<file path="src/dltq_pkg.sv">
// Shared types, widths and codes of the delta-list timer queue.
package dltq_pkg;

	localparam int DEPTH_DEF    = 16;
	localparam int DELTA_W      = 18;
	localparam int TAG_W        = 8;
	localparam int WORD_W       = DELTA_W + TAG_W;
	localparam int OP_W         = DELTA_W + 1;
	localparam int INTERVAL_W   = 16;
	localparam int DELAY_W      = 16;
	localparam int REMOVED_W    = 5;
	localparam int APB_AW       = 3;
	localparam int APB_DW       = 32;
	localparam int IN_DATA_W    = 24;
	localparam int OUT_DATA_W   = 16;
	localparam logic [INTERVAL_W-1:0] INTERVAL_RESET = 16'd100;

	// input kinds
	localparam logic [1:0] K_ADD    = 2'd0;
	localparam logic [1:0] K_REMOVE = 2'd1;
	localparam logic [1:0] K_TICK   = 2'd2;

	// result status codes
	localparam logic [1:0] ST_DONE = 2'd0;
	localparam logic [1:0] ST_FULL = 2'd1;
	localparam logic [1:0] ST_NONE = 2'd2;

	typedef struct packed {
		logic                 fired;
		logic [TAG_W-1:0]     id;
		logic [1:0]           status;
		logic [REMOVED_W-1:0] removed;
		logic                 last;
	} res_t;

	function automatic res_t mk_res(input logic fired, input logic [TAG_W-1:0] id,
		input logic [1:0] status, input logic [REMOVED_W-1:0] removed, input logic last);
		res_t r;
		r.fired   = fired;
		r.id      = id;
		r.status  = status;
		r.removed = removed;
		r.last    = last;
		return r;
	endfunction

endpackage

</file>
<file path="src/dltq_ram.sv">
// Generic single-write, single-read RAM with registered read data.
module dltq_ram #(
	parameter int WIDTH = 8,
	parameter int DEPTH = 16
) (
	input  logic                     clk,
	input  logic                     we,
	input  logic [$clog2(DEPTH)-1:0] waddr,
	input  logic [WIDTH-1:0]         wdata,
	input  logic                     re,
	input  logic [$clog2(DEPTH)-1:0] raddr,
	output logic [WIDTH-1:0]         rdata
);

	logic [WIDTH-1:0] mem_q [DEPTH];

	always_ff @(posedge clk) begin
		if (we) begin
			mem_q[waddr] <= wdata;
		end
		if (re) begin
			rdata <= mem_q[raddr];
		end
	end

endmodule

</file>
<file path="src/dltq_alu.sv">
// Shared add/subtract unit; the top bit of res is carry on add, borrow on subtract.
module dltq_alu #(
	parameter int W = 19
) (
	input  logic [W-1:0] a,
	input  logic [W-1:0] b,
	input  logic         sub,
	output logic [W:0]   res
);

	always_comb begin
		if (sub) begin
			res = {1'b0, a} - {1'b0, b};
		end else begin
			res = {1'b0, a} + {1'b0, b};
		end
	end

endmodule

</file>
<file path="src/delta_list_timer_queue_core.sv">
// Top level of the delta-list timer queue: sequencer, entry RAM, shared ALU and ports.
//
//  channel   direction  transfer condition                  payload
//  s_*       in         s_tvalid & s_tready                 tuser kind, tdata delay/request_id
//  m_*       out        m_tvalid & m_tready                 tdata fired..removed_count, tlast
//  APB       in/out     psel & penable & pwrite & pready    tick_interval at byte address 0
//
// One item at a time; s_tready is high only while the sequencer is idle.
// Add walks the entries until its delay falls short, then shifts the later ones up and inserts.
// Remove visits every stored entry and tick up to every one; the single RAM read port
// with its registered read sets the read-then-evaluate step, and the steps share the one ALU.
// A tick stages a result for each fired id.
// Each result waits in a staging register until the output register is free.
// Reset clears the entry count, elapsed count and interval (100); entries need no clearing.
module delta_list_timer_queue_core #(
	parameter int QUEUE_DEPTH = dltq_pkg::DEPTH_DEF
) (
	input  logic                             clk,
	input  logic                             arst_n,
	// stream in
	input  logic                             s_tvalid,
	output logic                             s_tready,
	input  logic [dltq_pkg::IN_DATA_W-1:0]   s_tdata,   // [15:0] delay, [23:16] request_id
	input  logic [1:0]                       s_tuser,   // [1:0] kind
	// stream out
	output logic                             m_tvalid,
	input  logic                             m_tready,
	output logic [dltq_pkg::OUT_DATA_W-1:0]  m_tdata,   // [0] fired, [8:1] expired_id,
	                                                    // [10:9] status, [15:11] removed_count
	output logic                             m_tlast,   // last
	// configuration
	input  logic                             psel,
	input  logic                             penable,
	input  logic                             pwrite,
	input  logic [dltq_pkg::APB_AW-1:0]      paddr,
	input  logic [dltq_pkg::APB_DW-1:0]      pwdata,
	output logic [dltq_pkg::APB_DW-1:0]      prdata,
	output logic                             pready
);

	import dltq_pkg::*;

	localparam int IDX_W = $clog2(QUEUE_DEPTH);
	localparam int CNT_W = $clog2(QUEUE_DEPTH + 1);

	typedef enum logic [8:0] {
		S_IDLE = 9'b000000001,
		S_TSUM = 9'b000000010,
		S_RD   = 9'b000000100,
		S_EVAL = 9'b000001000,
		S_ADJ  = 9'b000010000,
		S_SHRD = 9'b000100000,
		S_SHWR = 9'b001000000,
		S_INS  = 9'b010000000,
		S_RES  = 9'b100000000
	} state_t;

	state_t                state_q;
	logic [1:0]            op_q;
	logic [TAG_W-1:0]      rid_q;
	logic [DELTA_W-1:0]    acc_q;       // remaining delay, carried delta or elapsed, by op
	logic [DELTA_W-1:0]    elapsed_q;
	logic [INTERVAL_W-1:0] interval_q;
	logic [CNT_W-1:0]      cnt_q;
	logic [CNT_W-1:0]      rd_q;
	logic [CNT_W-1:0]      wr_q;
	logic [WORD_W-1:0]     hold_q;
	logic                  copy_q;
	logic                  pend_valid_q;
	logic [TAG_W-1:0]      pend_tag_q;
	res_t                  res_q;
	res_t                  out_q;
	logic                  m_tvalid_q;

	logic [CNT_W-1:0]      rd_nxt;
	logic [CNT_W-1:0]      sh_src;
	logic                  out_free;

	logic [OP_W-1:0]       alu_a;
	logic [OP_W-1:0]       alu_b;
	logic                  alu_sub;
	logic [OP_W:0]         alu_res;
	logic                  alu_borrow;
	logic [DELTA_W-1:0]    alu_low;

	logic                  ram_we;
	logic [IDX_W-1:0]      ram_waddr;
	logic [WORD_W-1:0]     ram_wdata;
	logic                  ram_re;
	logic [IDX_W-1:0]      ram_raddr;
	logic [WORD_W-1:0]     ram_rdata;

	logic [DELTA_W-1:0]    rd_delta;
	logic [TAG_W-1:0]      rd_tag;
	logic [DELTA_W-1:0]    hold_delta;
	logic [TAG_W-1:0]      hold_tag;

	assign rd_delta   = ram_rdata[WORD_W-1:TAG_W];
	assign rd_tag     = ram_rdata[TAG_W-1:0];
	assign hold_delta = hold_q[WORD_W-1:TAG_W];
	assign hold_tag   = hold_q[TAG_W-1:0];
	assign rd_nxt     = rd_q + 1'b1;
	assign sh_src     = wr_q - 1'b1;
	assign out_free   = !m_tvalid_q || m_tready;

	// Ports
	assign s_tready = (state_q == S_IDLE);
	assign m_tvalid = m_tvalid_q;
	assign m_tdata  = {out_q.removed, out_q.status, out_q.id, out_q.fired};
	assign m_tlast  = out_q.last;
	assign pready   = 1'b1;
	assign prdata   = (paddr[2] == 1'b0) ? {{(APB_DW-INTERVAL_W){1'b0}}, interval_q} : '0;

	// Operand select for the shared unit
	always_comb begin
		alu_a   = {1'b0, acc_q};
		alu_b   = {1'b0, rd_delta};
		alu_sub = (op_q != K_REMOVE);
		if (state_q == S_TSUM) begin
			// elapsed plus interval, saturated below
			alu_a   = {1'b0, elapsed_q};
			alu_b   = OP_W'(interval_q);
			alu_sub = 1'b0;
		end else if (state_q == S_ADJ) begin
			// stopped entry's delta minus remaining delay or overshoot
			alu_a   = {1'b0, hold_delta};
			alu_b   = {1'b0, acc_q};
			alu_sub = 1'b1;
		end
	end

	dltq_alu #(.W(OP_W)) u_alu (
		.a   (alu_a),
		.b   (alu_b),
		.sub (alu_sub),
		.res (alu_res)
	);

	assign alu_borrow = alu_res[OP_W];
	assign alu_low    = alu_res[DELTA_W-1:0];

	// Entry RAM ports
	always_comb begin
		ram_we    = 1'b0;
		ram_waddr = wr_q[IDX_W-1:0];
		ram_wdata = ram_rdata;
		ram_re    = 1'b0;
		ram_raddr = rd_q[IDX_W-1:0];
		unique case (state_q)
			S_RD: begin
				if (rd_q == cnt_q) begin
					if (op_q == K_ADD) begin
						// walked past the tail: append
						ram_we    = 1'b1;
						ram_waddr = cnt_q[IDX_W-1:0];
						ram_wdata = {acc_q, rid_q};
					end
				end else begin
					ram_re = 1'b1;
				end
			end
			S_EVAL: begin
				if (op_q == K_REMOVE && rd_tag != rid_q) begin
					// keep entry, fold in deltas of removed predecessors
					ram_we    = 1'b1;
					ram_wdata = {alu_low, rd_tag};
				end else if (op_q == K_TICK && copy_q) begin
					ram_we = 1'b1;
				end
			end
			S_ADJ: begin
				if (op_q == K_TICK) begin
					// new head takes the overshoot off its delta
					ram_we    = 1'b1;
					ram_waddr = '0;
					ram_wdata = {alu_low, hold_tag};
				end
			end
			S_SHRD: begin
				if (wr_q == rd_nxt) begin
					ram_we    = 1'b1;
					ram_wdata = hold_q;
				end else begin
					ram_re    = 1'b1;
					ram_raddr = sh_src[IDX_W-1:0];
				end
			end
			S_SHWR: begin
				ram_we = 1'b1;
			end
			S_INS: begin
				ram_we    = 1'b1;
				ram_waddr = rd_q[IDX_W-1:0];
				ram_wdata = {acc_q, rid_q};
			end
			default: begin
			end
		endcase
	end

	dltq_ram #(.WIDTH(WORD_W), .DEPTH(QUEUE_DEPTH)) u_ram (
		.clk   (clk),
		.we    (ram_we),
		.waddr (ram_waddr),
		.wdata (ram_wdata),
		.re    (ram_re),
		.raddr (ram_raddr),
		.rdata (ram_rdata)
	);

	// Sequencer
	always_ff @(posedge clk or negedge arst_n) begin
		if (!arst_n) begin
			state_q      <= S_IDLE;
			cnt_q        <= '0;
			elapsed_q    <= '0;
			interval_q   <= INTERVAL_RESET;
			m_tvalid_q   <= 1'b0;
			pend_valid_q <= 1'b0;
		end else begin
			if (psel && penable && pwrite && paddr[2] == 1'b0) begin
				interval_q <= pwdata[INTERVAL_W-1:0];
			end
			// drop valid once taken, unless a staged result refills it below
			if (m_tvalid_q && m_tready && state_q != S_RES) begin
				m_tvalid_q <= 1'b0;
			end

			unique case (state_q)
				S_IDLE: begin
					if (s_tvalid) begin
						op_q         <= s_tuser;
						rid_q        <= s_tdata[IN_DATA_W-1:DELAY_W];
						acc_q        <= (s_tuser == K_REMOVE) ? '0
							: DELTA_W'(s_tdata[DELAY_W-1:0]);
						rd_q         <= '0;
						wr_q         <= '0;
						copy_q       <= 1'b0;
						pend_valid_q <= 1'b0;
						case (s_tuser)
							K_ADD: begin
								if (cnt_q == CNT_W'(QUEUE_DEPTH)) begin
									// drop: list full
									res_q   <= mk_res(1'b0, '0, ST_FULL, '0, 1'b1);
									state_q <= S_RES;
								end else begin
									if (cnt_q == '0) begin
										elapsed_q <= '0;
									end
									state_q <= S_RD;
								end
							end
							K_REMOVE: begin
								state_q <= S_RD;
							end
							K_TICK: begin
								if (cnt_q == '0) begin
									res_q   <= mk_res(1'b0, '0, ST_NONE, '0, 1'b1);
									state_q <= S_RES;
								end else begin
									state_q <= S_TSUM;
								end
							end
							default: begin
								res_q   <= mk_res(1'b0, '0, ST_NONE, '0, 1'b1);
								state_q <= S_RES;
							end
						endcase
					end
				end
				S_TSUM: begin
					acc_q   <= alu_res[DELTA_W] ? '1 : alu_low;
					state_q <= S_RD;
				end
				S_RD: begin
					if (rd_q == cnt_q) begin
						case (op_q)
							K_ADD: begin
								cnt_q <= cnt_q + 1'b1;
								res_q <= mk_res(1'b0, '0, ST_DONE, '0, 1'b1);
							end
							K_REMOVE: begin
								cnt_q <= wr_q;
								res_q <= mk_res(1'b0, '0, (cnt_q != wr_q) ? ST_DONE : ST_NONE,
									REMOVED_W'(cnt_q - wr_q), 1'b1);
							end
							default: begin
								// tick ran out of entries or finished the copy
								cnt_q        <= wr_q;
								elapsed_q    <= '0;
								pend_valid_q <= 1'b0;
								res_q        <= mk_res(1'b1, pend_tag_q, ST_DONE, '0, 1'b1);
							end
						endcase
						state_q <= S_RES;
					end else begin
						state_q <= S_EVAL;
					end
				end
				S_EVAL: begin
					hold_q <= ram_rdata;
					case (op_q)
						K_ADD: begin
							if (alu_borrow) begin
								state_q <= S_ADJ;
							end else begin
								acc_q   <= alu_low;
								rd_q    <= rd_nxt;
								state_q <= S_RD;
							end
						end
						K_REMOVE: begin
							rd_q <= rd_nxt;
							if (rd_tag == rid_q) begin
								acc_q <= alu_low;
							end else begin
								acc_q <= '0;
								wr_q  <= wr_q + 1'b1;
							end
							state_q <= S_RD;
						end
						default: begin
							if (copy_q) begin
								wr_q    <= wr_q + 1'b1;
								rd_q    <= rd_nxt;
								state_q <= S_RD;
							end else if (!alu_borrow) begin
								// head expires: report the previous one, hold this one
								acc_q        <= alu_low;
								rd_q         <= rd_nxt;
								pend_tag_q   <= rd_tag;
								pend_valid_q <= 1'b1;
								if (pend_valid_q) begin
									res_q   <= mk_res(1'b1, pend_tag_q, ST_DONE, '0, 1'b0);
									state_q <= S_RES;
								end else begin
									state_q <= S_RD;
								end
							end else if (pend_valid_q) begin
								state_q <= S_ADJ;
							end else begin
								elapsed_q <= acc_q;
								res_q     <= mk_res(1'b0, '0, ST_NONE, '0, 1'b1);
								state_q   <= S_RES;
							end
						end
					endcase
				end
				S_ADJ: begin
					if (op_q == K_ADD) begin
						hold_q  <= {alu_low, hold_tag};
						wr_q    <= cnt_q;
						state_q <= S_SHRD;
					end else begin
						wr_q    <= CNT_W'(1);
						rd_q    <= rd_nxt;
						copy_q  <= 1'b1;
						state_q <= S_RD;
					end
				end
				S_SHRD: begin
					state_q <= (wr_q == rd_nxt) ? S_INS : S_SHWR;
				end
				S_SHWR: begin
					wr_q    <= sh_src;
					state_q <= S_SHRD;
				end
				S_INS: begin
					cnt_q   <= cnt_q + 1'b1;
					res_q   <= mk_res(1'b0, '0, ST_DONE, '0, 1'b1);
					state_q <= S_RES;
				end
				S_RES: begin
					if (out_free) begin
						out_q      <= res_q;
						m_tvalid_q <= 1'b1;
						state_q    <= res_q.last ? S_IDLE : S_RD;
					end
				end
				default: begin
					state_q <= S_IDLE;
				end
			endcase
		end
	end

	// Checks
	a_cnt_bound: assert property (@(posedge clk) disable iff (!arst_n)
		cnt_q <= CNT_W'(QUEUE_DEPTH))
		else $error("entry count above depth");

	a_idle_clean: assert property (@(posedge clk) disable iff (!arst_n)
		(state_q == S_IDLE) |-> !pend_valid_q)
		else $error("fired id left pending at idle");

	a_compact_order: assert property (@(posedge clk) disable iff (!arst_n)
		(state_q == S_EVAL && op_q != K_ADD) |-> (wr_q <= rd_q))
		else $error("compaction write overtook read");

	a_res_wait: assert property (@(posedge clk) disable iff (!arst_n)
		(state_q == S_RES && !out_free) |=> (state_q == S_RES))
		else $error("staged result lost while output busy");

endmodule
</file>
<file path="config.mk">
export PLATFORM = sky130hd
export DESIGN_NAME = delta_list_timer_queue_core
export DESIGN_NICKNAME = d
export VERILOG_FILES = /design/src/dltq_pkg.sv /design/src/dltq_ram.sv /design/src/dltq_alu.sv /design/src/delta_list_timer_queue_core.sv
export SDC_FILE = /design/constraint.sdc
export NUM_CORES = 1
export LEC_CHECK = 0
export BUFFER_PORTS_ARGS = -buffer_cell sky130_fd_sc_hd__buf_2
export CORE_MARGIN = 3
export CORE_UTILIZATION = 30
export DETAILED_ROUTE_END_ITERATION = 10
export GPL_ROUTABILITY_DRIVEN = 0
export HOLD_SLACK_MARGIN = 0.12
export PLACE_DENSITY_LB_ADDON = 0.12
export SLEW_MARGIN = 10
export SYNTH_ARGS = -nofsm -noshare
export SYNTH_HDL_FRONTEND = slang
export SYNTH_SLANG_ARGS = --single-unit
</file>
<file path="constraint.sdc">
create_clock -name clk -period 5.7 [get_ports clk]
set_input_delay 0.57 -clock clk [delete_from_list [all_inputs] [get_ports clk]]
set_output_delay 0.57 -clock clk [all_outputs]
set_load 0.02 [all_outputs]
</file>
* After elaboration in Yosys (flattened, before gate mapping)
Memories as Yosys holds them, arrays and structs flattened. A register that Yosys moved wholly into a read port is not among the register bits. Cells that the tools add are included.
Storage, ports and cells: RAM bits 416, memories 1, register bits after elaboration 157, logic and storage cells 226, input bits 68, output and inout bits 52
Operators by class: mux-type cells 108, equal/unequal tests 44, reductions and logical operators 36, add/subtract/negate cells 7, bitwise logic cells 5
Memories:
- u_ram.mem_q | words 16, width 26, rd ports 1, clocked after Yosys merged registers in 1, write ports 1, RTL line dltq_ram.sv:15 | logic [WIDTH-1:0] mem_q [DEPTH];
Operators with widths (number):
- $mux 18 | 18
- $mux 26 | 6
- $mux 17 | 9
- $pmux 26 s5 | 1
- $pmux 18 s3 | 2
- $mux 9 | 9
- $pmux 9 s9 | 1
- $pmux 17 s4 | 1
- $pmux 26 s2 | 1
- $pmux 17 s3 | 1
- $mux 5 | 10
- $pmux 18 s2 | 1
- $pmux 17 s2 | 1
- $mux 16 | 2
- $pmux 5 s2 | 3
- $pmux 9 s3 | 1
- $ne 2x2->1 const B | 13
- $mux 1 | 22
- $reduce_and 11->1 | 2
- $add 19x18->20 | 1
- $mux 20 | 1
- $mux 4 | 5
- $pmux 5 s4 | 1
- $sub 19x18->20 | 1
- 50 further kinds | 87

* Logic depth before layout (Yosys ltp)
Gate-level depths: netlist (run 1).
depth after elaboration 9, depth in mapped cells 28, mapped depth without buffers 26

* Cells and area by module
Synthesis (run 1) repeated with hierarchy kept, for this count alone.
Unflattened totals: cells, all modules 1797, area total of the unflattened synthesis 26949.6 µm²
By module, submodules not included:
- dltq_ram | seq. area each 13272.7 µm², cells an instance 686, times used 1, area each 16637.2 µm²
- delta_list_timer_queue_core | seq. area each 4469.3 µm², cells an instance 923, times used 1, area each 8919.8 µm²
- dltq_alu | seq. area each 0.0 µm², cells an instance 188, times used 1, area each 1392.6 µm²

* Worst setup path before layout (run 1)
No wires, ideal clock.
path type register -> register, from reg state_q[5], to reg acc_q[0] (enable), data required time 5.301 ns, cell stages (with the launch flop) 23, arrival time 5.387 ns, path buffers 5, library setup time 0.399 ns, clock period less this slack 5.786 ns, path slack -0.086 ns, cell sequence dfrtp_1 -> nor4_4 -> buf_6 -> nand3_1 -> clkbuf_1 -> clkbuf_1 -> clkbuf_1 -> nor2_1 -> a21o_1 -> ha_1 -> inv_1 -> o31ai_1 -> xor2_1 -> ha_1 -> o2111ai_1 -> a31o_2 -> a2111oi_0 -> nand4b_1 -> o311a_1 -> o21a_2 -> buf_2 -> o21ai_0 -> a21oi_1
Between the ends: longest elaborated chain between the ends 3, elaborated cells between the ends (all ways) 7, classes of those cells eq/ne: 5; reduce/logical: 2
Ends and longest elaborated chain:
- start: declaration | RTL line delta_list_timer_queue_core.sv:58 | state_t state_q;
- start signal: assignment | RTL line delta_list_timer_queue_core.sv:362 | state_q <= (wr_q == rd_nxt) ? S_INS : S_SHWR;
- start signal: assignment | RTL line delta_list_timer_queue_core.sv:377 | state_q <= res_q.last ? S_IDLE : S_RD;
- $eq 9x4->1, or another cell as far along | RTL line delta_list_timer_queue_core.sv:229 | unique case (state_q)
- $ne 4x4->1 (no source line), or another cell as far along
- $reduce_and 4->1 (no source line) (*)
- end signal: assignment | RTL line delta_list_timer_queue_core.sv:234 | acc_q <= (s_tuser == K_REMOVE) ? '0
- end signal: assignment | RTL line delta_list_timer_queue_core.sv:272 | acc_q <= alu_res[DELTA_W] ? '1 : alu_low;
- end signal: assignment | RTL line delta_list_timer_queue_core.sv:307 | acc_q <= alu_low;
- end: declaration | RTL line delta_list_timer_queue_core.sv:61 | logic [DELTA_W-1:0] acc_q;
Every way passes the cells marked *; elsewhere a longest branch is shown, timed or not. A chain may end at the register's enable or synchronous reset.

* Worst setup path after layout (run 1)
from reg state_q[5], to reg acc_q[7] (enable)
The elaborated chain is that of the path after synthesis.

==> flow_summary.toml, run 1 <==
[status]
status = "finished, final reports clean"

[detailed_routing]
dr_total_vias = 17600
viasPerCell = 5.169
drt-initial-drc-count = 1550
antenna_left = 0
first_pass_iters = 6
wl_per_cell_um = 24.12
drc = 0
routed_wl_um = 82130

[die]
die_x_um = 306.8
die_area_sq_um = 94110
core_area_sq_um = 89060
ios = 120
die_h_um = 306.8
start_util_pct = 30.47
rows = 109

[timing]
fin_crit_ps = 5414
rsz0062_at_grt = "no"
timing.slew.headroom_pct = 29.97
worst_slack_ps = 286.4
worstMarginPinSlew_ps = 1039
fmax_mhz = 184.7
finClkSkew_ps = 29.20
fin_crit_sh_pct = 94.98
slew_violations = 0
setup_viol = 0
finalHoldViolations = 0

[clock_tree]
htreeDepth = 3
clkSinkCount = 599
clk_pin_slew_ps = 60
clk_latency_ps = 600
clk_root_buffer_cell = "clkbuf_16"
tritoncts = "yes"
numCtsBuffers = 70
cts_buffer_depth = 3

[global_route]
grt_max_degree = 56
grt_pass1_vias = 17650
antenna_found_initial = 3
grt_overflow_total = 0
grt_pass1_wl_um = 120100
grt_use_total_pct = 17.24

[placed_design]
place_ws_ps = -6.270
dp.cells = 3273
io_buffers = 84
hpwl_um = 53100
dpl_cell_area_sq_um = 29740

[critical_path]
reg2reg_to = "acc_q[7]"
crit_path_start_kind = "flop"
worstPathMaxFanout = 18
crit_type = "flop to flop"
reg2reg_depth = 24
timing.rr.start = "state_q[5]"
arrival_ps = 5750
crit_path_end_kind = "flop"
rrSetupSlack_ps = 290
required_ps = 6040

[job]
drv_cap = 0

[pwr]
leakage_nw = 11.78
p_per_area_nw_per_um2 = 441.7
irDropWorstVdd_mv = 0.1722

[synth]
synth_top_cell_by_area = "edfxtp_1"
yosysWarnings = 0
ys_seq_elements = 599
synthArstFlopShare_pct = 8.347
synth.top_cell.area_share_pct = 60.75
yosysSeqAreaShare_pct = 65.38
syn-cell-area_sq_um = 27140
synth-edff-count = 549
yosys-top-cells-area = "edfxtp_1 (61%), mux2i_1 (7.9%), dfrtp_1 (4.2%)"
synth_cell_type_count = 81
synthFlopType = "edfxtp_1"
synth.avg_cell_area_sq_um = 13.55
syn_inst = 2003

[cells_and_area]
nets = 2289
area_growth_pct = 18.79
layout_common_cells = "edfxtp_1 (549), mux2i_1 (213), nand2_1 (188)"
finalCoreUtilization_pct = 36.20
drive_above_1_share_pct = 17.15
stdcell_count = 3405
final_common_cell = "edfxtp_1"
final_area_sq_um = 32240

[worst_hold_path]
hold_path_class = "input pin to async pin"
## repair_timing
action	4_1_cts	5_1_grt
endpoints found under the hold margin	6	0
hold buffers	6	0
gates resized for setup	1	13
endpoints found under the setup margin	17	87
buffers inserted	0	2
pin swaps	0	2
## logic make-up (layout without fill, tap and decap cells)
kind of cell,count (synthesis),count (layout),synth area share [%]
DFF,599,599,65.38
adders and majority gates,33,33,1.577
xor gates and xnor gates,58,58,1.872
buffers and inverters,168,389,2.974
AOI/OAI and AO/OA,398,398,10.31
and+or+nand+nor,512,512,9.184
other,2,18,0.02767
muxes,233,233,8.681
## metal layers
layer | global-route usage (%) | share of wire, % | vias to the layer above
li1 | - | - | 8080
met1 | 23.72 | 45 | 8944
met2 | 28.77 | 48 | 478
met3 | 2.252 | 4.6 | 100
met4 | 4.575 | 1.9 | 0
met5 | 0 | 0 | -
## power by group
part / total, mW / internal [mW] / switching [mW]
logic: 4.16 / 1.48 / 2.68
registers: 5.47 / 5.24 / 0.226
clock network: 4.60 / 2.82 / 1.78
total: 14.2 / 9.55 / 4.69
## cell usage after synthesis (all sizes together), types with 6 or more instances
library cell    n
a22oi           8
a221o          20
xor2           31
dfrtp          46
o211ai          6
nor3           29
edfxtp        549
nand4           8
clkbuf         47
or3             6
a222oi         26
mux2           19
nor4           10
buf            68
a31oi          36
a21boi          7
o22ai         106
and3           14
and2           23
a21oi          46
nor2b          24
a21o           10
o21ai          53
nand2         188
nand3          32
or4            27
xnor2          27
mux2i         214
nand2b         12
nor2          125
o21a           10
a22o           23
ha             31
inv            53
## sequential cells by signal, summed over array words and instances (netlist names), 9 cells and up
name	count
u_ram.mem_q	416
acc_q	18
hold_q	26
state_q	9
res_q	17
interval_q	16
m_tdata	16
u_ram.rdata	26
elapsed_q	18
## worst max-delay path: stages (launching register included)
cell and delay [ps]:
dfrtp_1 410, buf_4 160, or4_4 600, nor2_4 200, buf_4 190, a221o_1 210
o31a_1 170, o21a_1 130, nand2_1 130, nor2_1 170, nor2_1 70, xnor2_1 160
ha_1 320, buf_4 120, nand2_1 40, o21ai_0 220, a21oi_1 120, o21ai_0 180
nor2_1 80, o311a_1 350, o21a_2 230, buf_4 200, a311oi_1 330, a21oi_2 120
buf_12 220
## layout make-up
type / count / area [sq um]
diodes: 1 / 2.502
clock buffers: 85 / 1851
clock inverters: 38 / 508.0
fillers: 8575 / 56820
inverters: 53 / 198.9
multi-input cells: 1251 / 8861
flip-flops and latches: 599 / 17740
well taps: 1165 / 1458
repair buffers: 213 / 1617
## per-stage QoR
| step | power (mW) | hold slack, ps | setup TNS [ps] |
|---|---|---|---|
| 6_report | 14.24 | 157.6 | 0 |
| 5_1_grt | 14.94 | 132.0 | 0 |
| 4_1_cts | 14.34 | 123.4 | 0 |
| 3_5_place_dp | 9.657 | 404.5 | -70.01 |
| 3_3_place_gp | 9.629 | 403.7 | -81.41 |
| 2_1_floorplan | 8.001 | 274.4 | 0 |
## worst max-delay path by stage
| stage | from | endpoint | depth (start not counted) |
|---|---|---|---|
| finish | state_q[5] | acc_q[7] | 24 |
| global route | state_q[5] | res_q[15] | 25 |
| CTS | state_q[5] | res_q[13] | 23 |
| detailed placement | state_q[5] | res_q[13] | 23 |
| global placement | state_q[5] | res_q[13] | 23 |
| floorplan | state_q[5] | acc_q[0] | 22 |
No activity file was read; power rests on OpenSTA's default activity.
==> run 2: changes to the inputs <==
==> constraint.sdc (replaced) <==
create_clock -name clk -period 5.7 [get_ports clk]
set_input_delay 1.14 -clock clk [delete_from_list [all_inputs] [get_ports clk]]
set_output_delay 1.14 -clock clk [all_outputs]
set_load 0.02 [all_outputs]
==> run 2 against run 1 <==
Against the previous run:
- sequential share of layout area grew 0.21 points
- die area is the same
- sequential power is essentially flat
- sequential cell count is the same
- setup slack lost 51 ps
- largest cell class unchanged
- largest power group unchanged
==> flow_summary.toml, run 2 (synthesis gave the netlist of run 1 again) <==
[status]
status = "finished, final reports clean"

[die]
die_area_sq_um = 94110
ios = 120
die_x_um = 306.8
start_util_pct = 30.47
rows = 109
core_area_sq_um = 89060
die_h_um = 306.8

[pwr]
power_mw = 13.95
p_per_area_nw_per_um2 = 434.4
leakage_nw = 11.74
irDropWorstVdd_mv = 0.2010

[cells_and_area]
drive_above_1_share_pct = 17.47
finalCoreUtilization_pct = 36.06
largest_reg_flops = 416
multi_input_area_sq_um = 8900
stdcell_count = 3416
n_fill_cell = 8581
nets = 2296
final_area_sq_um = 32120
final_common_cell = "edfxtp_1"
reg_top3 = "u_ram.mem_q (416), hold_q (26), u_ram.rdata (26)"
seqCellArea_sq_um = 17740
top_register = "u_ram.mem_q"
area_growth_pct = 18.34
layout_common_cells = "edfxtp_1 (549), mux2i_1 (213), nand2_1 (187)"

[clock_tree]
holdBufCountCts = 0
cts_buffer_depth = 3
tritoncts = "yes"
clk_pin_slew_ps = 60
numCtsBuffers = 71
clkSinkCount = 599
htreeDepth = 3
clk_latency_ps = 610
clk_root_buffer_cell = "clkbuf_16"

[critical_path]
crit_chain = "buf_4 > or4_4 > nor2_4 > a31oi_1 > o221a_4 > nor3_4 > a41oi_2 > nand2b_1 > xnor2_1 > ha_1 > buf_4 > nand2_1 > o21ai_0 > a21oi_1 > o21ai_1 > nor2_1 > o311a_1 > o21a_2 > buf_4 > a311oi_1 > a21oi_2 > buf_12"
cp_slowest_cell = "or4_4"
crit_type = "flop to flop"
arrival_ps = 5810
crit_path_start_kind = "flop"
cpLargestDelayFamily = "compound AO/OA/AOI/OAI gates"
worstPathMaxFanout = 18
critPathMaxStageDelay_ps = 610
crit_path_end_kind = "flop"
cp_num_buf_inv = 4
critPathMostFrequentCell = "buf_4"
required_ps = 6040

[global_route]
grt_pass1_wl_um = 120100
antenna_found_initial = 2
grt_max_degree = 77
grt_pass1_vias = 17640
grt_overflow_total = 0
grt_use_total_pct = 17.19

[placed_design]
io_buffers = 84
hpwl_um = 53180
place_ws_ps = 14.19
dp.cells = 3284
dpl_cell_area_sq_um = 29830

[timing]
finClkSkew_ps = 21.07
worst_slack_ps = 235.2
rsz0062_at_grt = "no"
timing.slew.headroom_pct = 28.00
finalHoldViolations = 0
fin_crit_sh_pct = 95.87
setup_viol = 0
slew_violations = 0
fmax_mhz = 183.0
fin_setup_tns_ps = 0
whs_ps = 419.2
worstMarginPinSlew_ps = 1076
fin_crit_ps = 5465

[detailed_routing]
routed_wl_um = 81900
first_pass_iters = 7
drc = 0
viasPerCell = 5.157
antenna_left = 0
wl_per_cell_um = 23.98
drt-initial-drc-count = 1415
dr_total_vias = 17620

[job]
drv_cap = 0

[worst_hold_path]
hold_path_class = "flop to flop"
## run 2: cell count changes in the layout (fill, tap and decap cells not counted), sizes merged, moves of 3 or more
cell	previous run	this run
buf	207	219
dlygate4sd3	6	0
inv	55	58
bufinv	11	2
clkinv	18	26
clkbuf	85	91
clkinvlp	7	3
## run 2: cell type report
type	instances	share of cell area, %
inverters	53	0.6194
flip-flops and latches	599	55.24
repair buffers	219	5.201
clock inverters	36	0.8376
multi-input cells	1251	27.71
clock buffers	91	5.832
well taps	1165	4.539
diodes	2	0.01558
## run 2: worst register-to-register path: stages (launching register included)
cell	delay, ps
dfrtp_1	400
buf_4	160
or4_4	610
nor2_4	180
a31oi_1	110
o221a_4	280
nor3_4	260
a41oi_2	170
nand2b_1	240
xnor2_1	160
ha_1	300
buf_4	120
nand2_1	40
o21ai_0	260
a21oi_1	140
o21ai_1	200
nor2_1	80
o311a_1	360
o21a_2	240
buf_4	200
a311oi_1	330
a21oi_2	130
buf_12	220
## run 2: worst paths after layout
| kind | cells past startpoint | to | from | slack, ps |
|---|---|---|---|---|
| worst min register to register | 0 | m_tdata[0] | res_q[16] | 420 |
| worst max-delay path | 22 | acc_q[1] | state_q[5] | 240 |
| min in group asynchronous | 2 | cnt_q[4] | arst_n | 790 |
| max in group asynchronous | 2 | elapsed_q[6] | arst_n | 4350 |
| worst min-delay path | 0 | m_tdata[0] | res_q[16] | 420 |
| worst max register to register | 22 | acc_q[1] | state_q[5] | 240 |
## run 2: power breakdown
group | switching, mW | internal [mW] | total, mW
clock network | 1.79 | 2.43 | 4.22
registers | 0.212 | 5.24 | 5.46
logic | 2.74 | 1.54 | 4.28
## run 2: per-layer routing
layer / global-route usage (%) / wire length [um] / share of wire, % / vias to the layer above
met1: 23.29 / 37180 / 45 / 8914
met4: 4.732 / 1958 / 2.4 / 0
met3: 2.713 / 3588 / 4.4 / 123
met2: 28.67 / 39180 / 48 / 489
met5: 0 / 0 / 0 / -
li1: - / - / - / 8091
## run 2: repair_timing
action	in CTS	in global routing
setup endpoints to repair	17	155
setup buffers	0	3
gates resized for setup	1	23
pin swaps	0	5
endpoints found under the hold margin	0	0
